$ cat config.mk
export PLATFORM = sky130hd
export DESIGN_NAME = cgc_front
export DESIGN_NICKNAME = d
export VERILOG_FILES = /design/src/rtl/cgc_pkg.sv /design/src/rtl/cgc_front.sv
export VERILOG_INCLUDE_DIRS = /design/src /design/src/rtl
export SDC_FILE = /design/constraint.sdc
export NUM_CORES = 1
export LEC_CHECK = 0
export BUFFER_PORTS_ARGS = -buffer_cell sky130_fd_sc_hd__buf_2
export CORE_AREA = 2 2 100 102
export DETAILED_ROUTE_END_ITERATION = 10
export DIE_AREA = 0 0 102 104
export PLACE_DENSITY_LB_ADDON = 0.15
export SLEW_MARGIN = 20
export SYNTH_ARGS = -nofsm -noshare
export SYNTH_HDL_FRONTEND = slang
export SYNTH_SLANG_ARGS = --single-unit
$ cat constraint.sdc
create_clock -name clk_i -period 3.4 [get_ports clk_i]
set_clock_uncertainty 0.2 [all_clocks]
set_input_delay 0.51 -clock clk_i [delete_from_list [all_inputs] [get_ports clk_i]]
set_output_delay 0.51 -clock clk_i [all_outputs]
set_load 0.05 [all_outputs]
$ cat src/rtl/constraint_graph_colorer_macros.svh
// Assertion macros for the constraint graph colorer
`ifndef CONSTRAINT_GRAPH_COLORER_MACROS_SVH
`define CONSTRAINT_GRAPH_COLORER_MACROS_SVH
`ifndef ASSERT_OFF
`define CGC_ASSERT(label, clk, rst_n, prop) \
  label: assert property (@(posedge clk) disable iff (!rst_n) (prop)) else $error("assert failed");
`define CGC_ASSERT_NEXT(label, clk, rst_n, pre, post) \
  label: assert property (@(posedge clk) disable iff (!rst_n) (pre) |=> (post)) else $error("assert failed");
`else
`define CGC_ASSERT(label, clk, rst_n, prop)
`define CGC_ASSERT_NEXT(label, clk, rst_n, pre, post)
`endif
`endif

$ cat src/rtl/cgc_pkg.sv
// Shared types and constants of the constraint graph colorer
`timescale 1ns / 1ps
`default_nettype none
package cgc_pkg;
  localparam int unsigned BodyCountDef = 1024;
  localparam int unsigned StaticColorsDef = 4;
  localparam int unsigned DynamicColorsDef = 8;
  localparam int unsigned SlotsPerColorDef = 256;

  localparam logic [1:0] OpAdd = 2'd0;
  localparam logic [1:0] OpRemove = 2'd1;
  localparam logic [1:0] OpFlush = 2'd2;

  localparam logic [1:0] StatusOk = 2'd0;
  localparam logic [1:0] StatusFull = 2'd1;
  localparam logic [1:0] StatusInvalid = 2'd2;

  typedef struct packed {
    logic [1:0] opcode;
    logic kind;
    logic [9:0] body_a;
    logic [9:0] body_b;
    logic dynamic_a;
    logic dynamic_b;
    logic [15:0] constraint_id;
    logic [3:0] given_color;
    logic [7:0] given_slot;
    logic invalid;
  } cmd_t;

  typedef enum logic [2:0] {
    StIdle, StRead, StDecide, StMove, StClear, StOut, StWipe
  } be_state_e;
endpackage
`default_nettype wire

$ cat src/rtl/cgc_front.sv
// Front end: accepts transactions, classifies them and queues them
`timescale 1ns / 1ps
`default_nettype none
`include "constraint_graph_colorer_macros.svh"
module cgc_front import cgc_pkg::*; #(
  parameter int unsigned BODY_COUNT = BodyCountDef,
  parameter int unsigned STATIC_COLORS = StaticColorsDef,
  parameter int unsigned DYNAMIC_COLORS = DynamicColorsDef
) (
  input  wire logic clk_i,
  input  wire logic rst_ni,
  input  wire logic in_valid_i,
  output logic in_stall_o,
  input  wire cmd_t cmd_i,
  output logic q_valid_o,
  input  wire logic q_take_i,
  output cmd_t q_cmd_o
);
  localparam int unsigned ColorTotal = STATIC_COLORS + DYNAMIC_COLORS + 1;
  cmd_t buf_q [2];
  logic [1:0] cnt_q;
  logic wp_q, rp_q;
  cmd_t cls;
  logic push, pop;

  always_comb begin
    cls = cmd_i;
    cls.invalid = 1'b0;
    if (cmd_i.opcode != OpFlush) begin
      if (cmd_i.opcode != OpAdd && cmd_i.opcode != OpRemove) cls.invalid = 1'b1;
      if (32'(cmd_i.body_a) >= BODY_COUNT || 32'(cmd_i.body_b) >= BODY_COUNT)
        cls.invalid = 1'b1;
      if (cmd_i.opcode == OpRemove && 32'(cmd_i.given_color) >= ColorTotal)
        cls.invalid = 1'b1;
    end
  end

  assign in_stall_o = cnt_q == 2'd2;
  assign push = in_valid_i && !in_stall_o;
  assign q_valid_o = cnt_q != 2'd0;
  assign pop = q_valid_o && q_take_i;
  assign q_cmd_o = buf_q[rp_q];

  always_ff @(posedge clk_i) begin
    if (push) buf_q[wp_q] <= cls;
  end

  always_ff @(posedge clk_i or negedge rst_ni) begin
    if (!rst_ni) begin
      cnt_q <= '0;
      wp_q <= 1'b0;
      rp_q <= 1'b0;
    end else begin
      if (push) wp_q <= ~wp_q;
      if (pop) rp_q <= ~rp_q;
      cnt_q <= cnt_q + 2'(push) - 2'(pop);
    end
  end

  `CGC_ASSERT(a_cnt_range, clk_i, rst_ni, cnt_q <= 2'd2)
  `CGC_ASSERT_NEXT(a_full_stall, clk_i, rst_ni, cnt_q == 2'd2 && !pop, in_stall_o)
  `CGC_ASSERT_NEXT(a_push_vis, clk_i, rst_ni, push, q_valid_o)
endmodule
`default_nettype wire

== Yosys cells after proc, flatten, opt, wreduce, memory -nomap -nowiden ==
Memory sizes are Yosys's and may differ from the RTL's.
Cells that the tools add are included.

* $add $sub $neg: 2
* Multiply operators: 0
* Div/mod/pow operators: 0
* Magnitude comparators: 1
* Eq/ne operators: 4
* Shifts and indexed selects: 0
* Muxes and demuxes: 5
* Bitwise operators: 2
* Reduce and logical (&&, ||, !) cells: 7

{| class="wikitable"
|+ Operator list
! operator !! number
|-
| 1-bit 2-to-1 mux || 5
|-
| 4-bit >= comparator, second input constant || 1
|-
| 1-bit logical AND || 4
|-
| 2-bit nonzero test || 2
|-
| 2-bit by 1-bit adder with 2-bit output || 1
|-
| 2-bit by 1-bit == test with 1-bit output, second input constant || 1
|-
| 2-bit == test, second input constant || 1
|-
| 2-bit by 1-bit != test with 1-bit output, second input constant || 1
|-
| 2-bit != test, second input constant || 1
|-
| 1-bit inverter || 2
|-
| 2-bit by 1-bit subtractor with 2-bit output || 1
|-
| 1-bit zero test || 1
|}

* Register bits after elaboration: 4
* Latch bits: 0
* RAM bits: 108
* ROM bits: 0
* Bits of input ports: 58
* Memories: 1

{| class="wikitable"
|+ Memory list
! memory !! depth !! bits a word !! read ports !! clocked after Yosys merged registers in !! write ports !! line !! RTL
|-
| buf_q || 2 || 54 || 1 || 0 || 1 || cgc_front.sv:20 || <nowiki>cmd_t buf_q [2];</nowiki>
|}

== Depth between registers and ports, before layout ==
* Depth in word-level cells: 5
* Depth in mapped cells: 7
* Mapped depth without buffers: 7

== Worst setup path before layout ==
Ideal clock, no wire load.

* Kind: in2reg
* Start: input in_valid_i
* End: memory buf_q[0][0] (netlist bit) (enable)
* Data arrival time: 2,867 ps
* Data required time: 2,734 ps
* Slack: -133 ps
* Cell stages on the path: 2
* Cells stage by stage: nand2_1 > nor2_1

* Word-level cells in the longest chain between the ends: 3

{| class="wikitable"
|+ Ends and longest elaborated chain
! element !! line !! RTL
|-
| from (decl) || cgc_front.sv:12 || <nowiki>input wire logic in_valid_i,</nowiki>
|-
| 1-bit logical AND || cgc_front.sv:39 || <nowiki>assign push = in_valid_i && !in_stall_o;</nowiki>
|-
| 1-bit 2-to-1 mux || cgc_front.sv:45 || <nowiki>if (push) buf_q[wp_q] <= cls;</nowiki>
|-
| 1-bit 2-to-1 mux (implied by the code) || cgc_front.sv:45 ||
|-
| to (decl) || cgc_front.sv:20 ||
|}

No other way between the ends.

==> impl_metrics.tcl <==
set metrics [dict create \
    final_nets 372 \
    min-delay-path-class "input port to flop" \
    synth.yosys.seq_area_share_pct 76.6 \
    start_util_pct 45.7 \
    max_vdd_drop_uv 555 \
    synth-edff-count 108 \
    worst_ep_arrival_time_ns 2.03 \
    drt_first_pass_iters 4 \
    cp-startpoint "rp_q" \
    ys.flop_type "edfxtp_1" \
    area_delta_synth_final_pct 20.4 \
    r2r_depth 3 \
    die_x_um 102 \
    regToRegEndpoint "buf_q[1][26]" \
    remaining_drc_errors 0 \
    r2r_start "cnt_q[1]" \
    critical_path_sink "q_cmd_o[9]" \
    worst_setup_path_start_kind "flop" \
    die_area_um2 10600 \
    chipHeight_um 104 \
    core.rowCount 36 \
    post-route-util_pct 55.0 \
    cts_tree "built" \
    insertion_delay_ns 0.35 \
    slowest_stage "dfrtp_4" \
    combined_area_of_the_multi_input_logic_cells_um2 913 \
    overflow_left_after_global_routing 0 \
    cp-end-kind "output pin" \
    maximum_cell_stage_delay_along_the_critical_path_ns 0.77 \
    dp.final_hpwl_um 4420 \
    grt_pass1_vias 2036 \
    diodes 0 \
    syn_area_um2 4370 \
    route.final.wire_length_um 6730 \
    layout.cells.most_common_list "112 x buf_2, 108 x edfxtp_1, 49 x mux2_4, 9 x clkbuf_8" \
    globalRouteTotalUtil_pct 12.9 \
    io_buffers 112 \
    wire_per_inst_um 15.0 \
    critical_path_buf_inv_count 2 \
    antenna_found_initial 0 \
    p_int_mw 3.01 \
    setup_viol 0 \
    outcome "complete, no violations" \
    report.final.hold_viol_count 0 \
    gpl.final_weighted_congestion 0.707 \
    pin_count 114 \
    layout_min_cycle_time_ns 2.74 \
    synthDistinctLibCells 18 \
    critPathTopFamily "flip-flops" \
    tritoncts.num_buffers 9 \
    max-slew-margin-rel_pct 59.4 \
    layout.cells.most_common "buf_2" \
    ff_latch_area_um2 3350 \
    power_share_of_the_sequential_group_pct 39.6 \
    largest_net_degree_at_the_start_of_global_routing 32 \
    design.core.area_um2 9550 \
    fmax_ghz 0.365 \
    netSwitchingPower_mw 2.17 \
    vias_per_cell 4.67 \
    drt.antenna.violating_nets 0 \
    cts.htree.levels 3 \
    final.setup.tns_ns 0 \
    synth_seq_cells 112 \
    p_leak_nw 2.12 \
    cts_root_buffer "clkbuf_8" \
    crit_required_ns 2.69 \
    cts_sinks 112 \
    post_synth.cell_area_avg_um2 23.2 \
    critical_path.max_fanout 28 \
    clockPowerShare_pct 14.9 \
    timing.max_cap.violations 0 \
    yosysWarningCount 0 \
    final.fill_count 795 \
    worstPathCellList "buf_4 -> mux2_4 -> buf_2" \
    worst_pin_slew_ns 0.610 \
    pwr_density_cell_nw_per_um2 986 \
    grt_first_pass_wirelength_um 10200 \
    clkSlewWorstSetupHoldPaths_ns 0.11 \
    max_root_sink_buffers 2 \
    ys_async_sr_fraction_pct 3.57 \
    synth_fp_nets 248 \
    drt_iter0_markers 82 \
    critical_path_depth 3 \
    combPwrFrac_pct 45.5 \
    setup.worst_path.class "flop to output pin" \
    layout-drive-gt1-share_pct 60.1 \
    r2r_slack_ns 1.45 \
    power.share.switching_pct 41.9 \
    fin_crit_sh_pct 80.6 \
    rsz_0062_raised_after_global_routing "false" \
    final-max-slew-violation-count 0 \
    vias 2095 \
    synth_cells 188 \
]
[what timing repair did]
item / 4_1_cts / 5_1_grt
hold endpoints to repair: 4 / 0
resized for setup: 0 / 0
hold buffers: 1 / 0
setup buffers: 0 / 0
[synthesized netlist by cell type (2+ instances only)]
| library cell | count | share of area, % |
|---|---|---|
| mux2_4 | 49 | 17 |
| inv_1 | 2 | 0.17 |
| edfxtp_1 | 108 | 74 |
| mux2_2 | 5 | 1.3 |
| ha_1 | 2 | 0.57 |
| buf_12 | 5 | 2.3 |
| dfrtp_1 | 4 | 2.3 |
| xnor2_1 | 3 | 0.60 |
[through the flow]
step                power (mW)  instance area [µm²]  setup WS, ns  std cells  hold slack (ns)
finish                    5.18                 5260         0.661        449            0.132
global route              5.41                 5260         0.567        449           0.0962
CTS                       5.25                 5260         0.594        449            0.111
detailed placement        4.48                 5050          1.01        433            0.123
global placement          4.47                 5050          1.01        433            0.120
floorplan                 4.12                 4370         0.767        188           0.0144
[cell families (layout without fill, tap and decap cells)]
family | after synthesis | count (layout) | synth area share (%)
flops | 112 | 112 | 76.6
mux | 54 | 54 | 18.1
buf+inv | 8 | 136 | 2.72
simple gates | 6 | 6 | 0.802
xor+xnor | 4 | 4 | 0.802
fa+ha+maj | 2 | 2 | 0.573
compound gates | 2 | 2 | 0.401
[metal layers]
metal	global-route usage, %	part of all wire, %
met2	20.2	49
met4	5.90	1.9
met3	3.70	6.2
met5	0	0
met1	16.6	43
[worst min path at each step]
| stage | slack (ns) | depth (start not counted) | to | startpoint |
|---|---|---|---|---|
| final | 0.13 | 1 | buf_q[1][19] | cmd_i[19] |
| after global routing | 0.1 | 1 | buf_q[1][30] | cmd_i[30] |
| after CTS | 0.11 | 1 | buf_q[1][2] | cmd_i[2] |
| after detailed placement | 0.12 | 1 | cnt_q[0] | rst_ni |
| after global placement | 0.12 | 1 | cnt_q[0] | rst_ni |
| after floorplan | 0.01 | 0 | cnt_q[0] | rst_ni |
[registers in the layout (all words and copies together), names as in the netlist]
signal  count
wp_q        1
buf_q     108
rp_q        1
cnt_q       2
[cell type report]
cell class / count / area share [%]
Clock buffer: 9 / 2.36
Clock inverter: 6 / 1.33
Inverter: 2 / 0.143
Multi-Input combinational cell: 68 / 17.4
Sequential cell: 112 / 63.7
Tap cell: 133 / 3.17
Timing Repair Buffer: 119 / 11.9
[power by group through the flow]
stage	Clock (mW)	Combinational, mW	Sequential (mW)
6_report	0.774	2.35	2.05
2_1_floorplan	0	2.13	1.99
4_1_cts	0.799	2.39	2.06
3_5_place_dp	0	2.39	2.09
5_1_grt	0.858	2.47	2.09
3_3_place_gp	0	2.39	2.08
No activity file was read; power rests on OpenSTA's default activity.
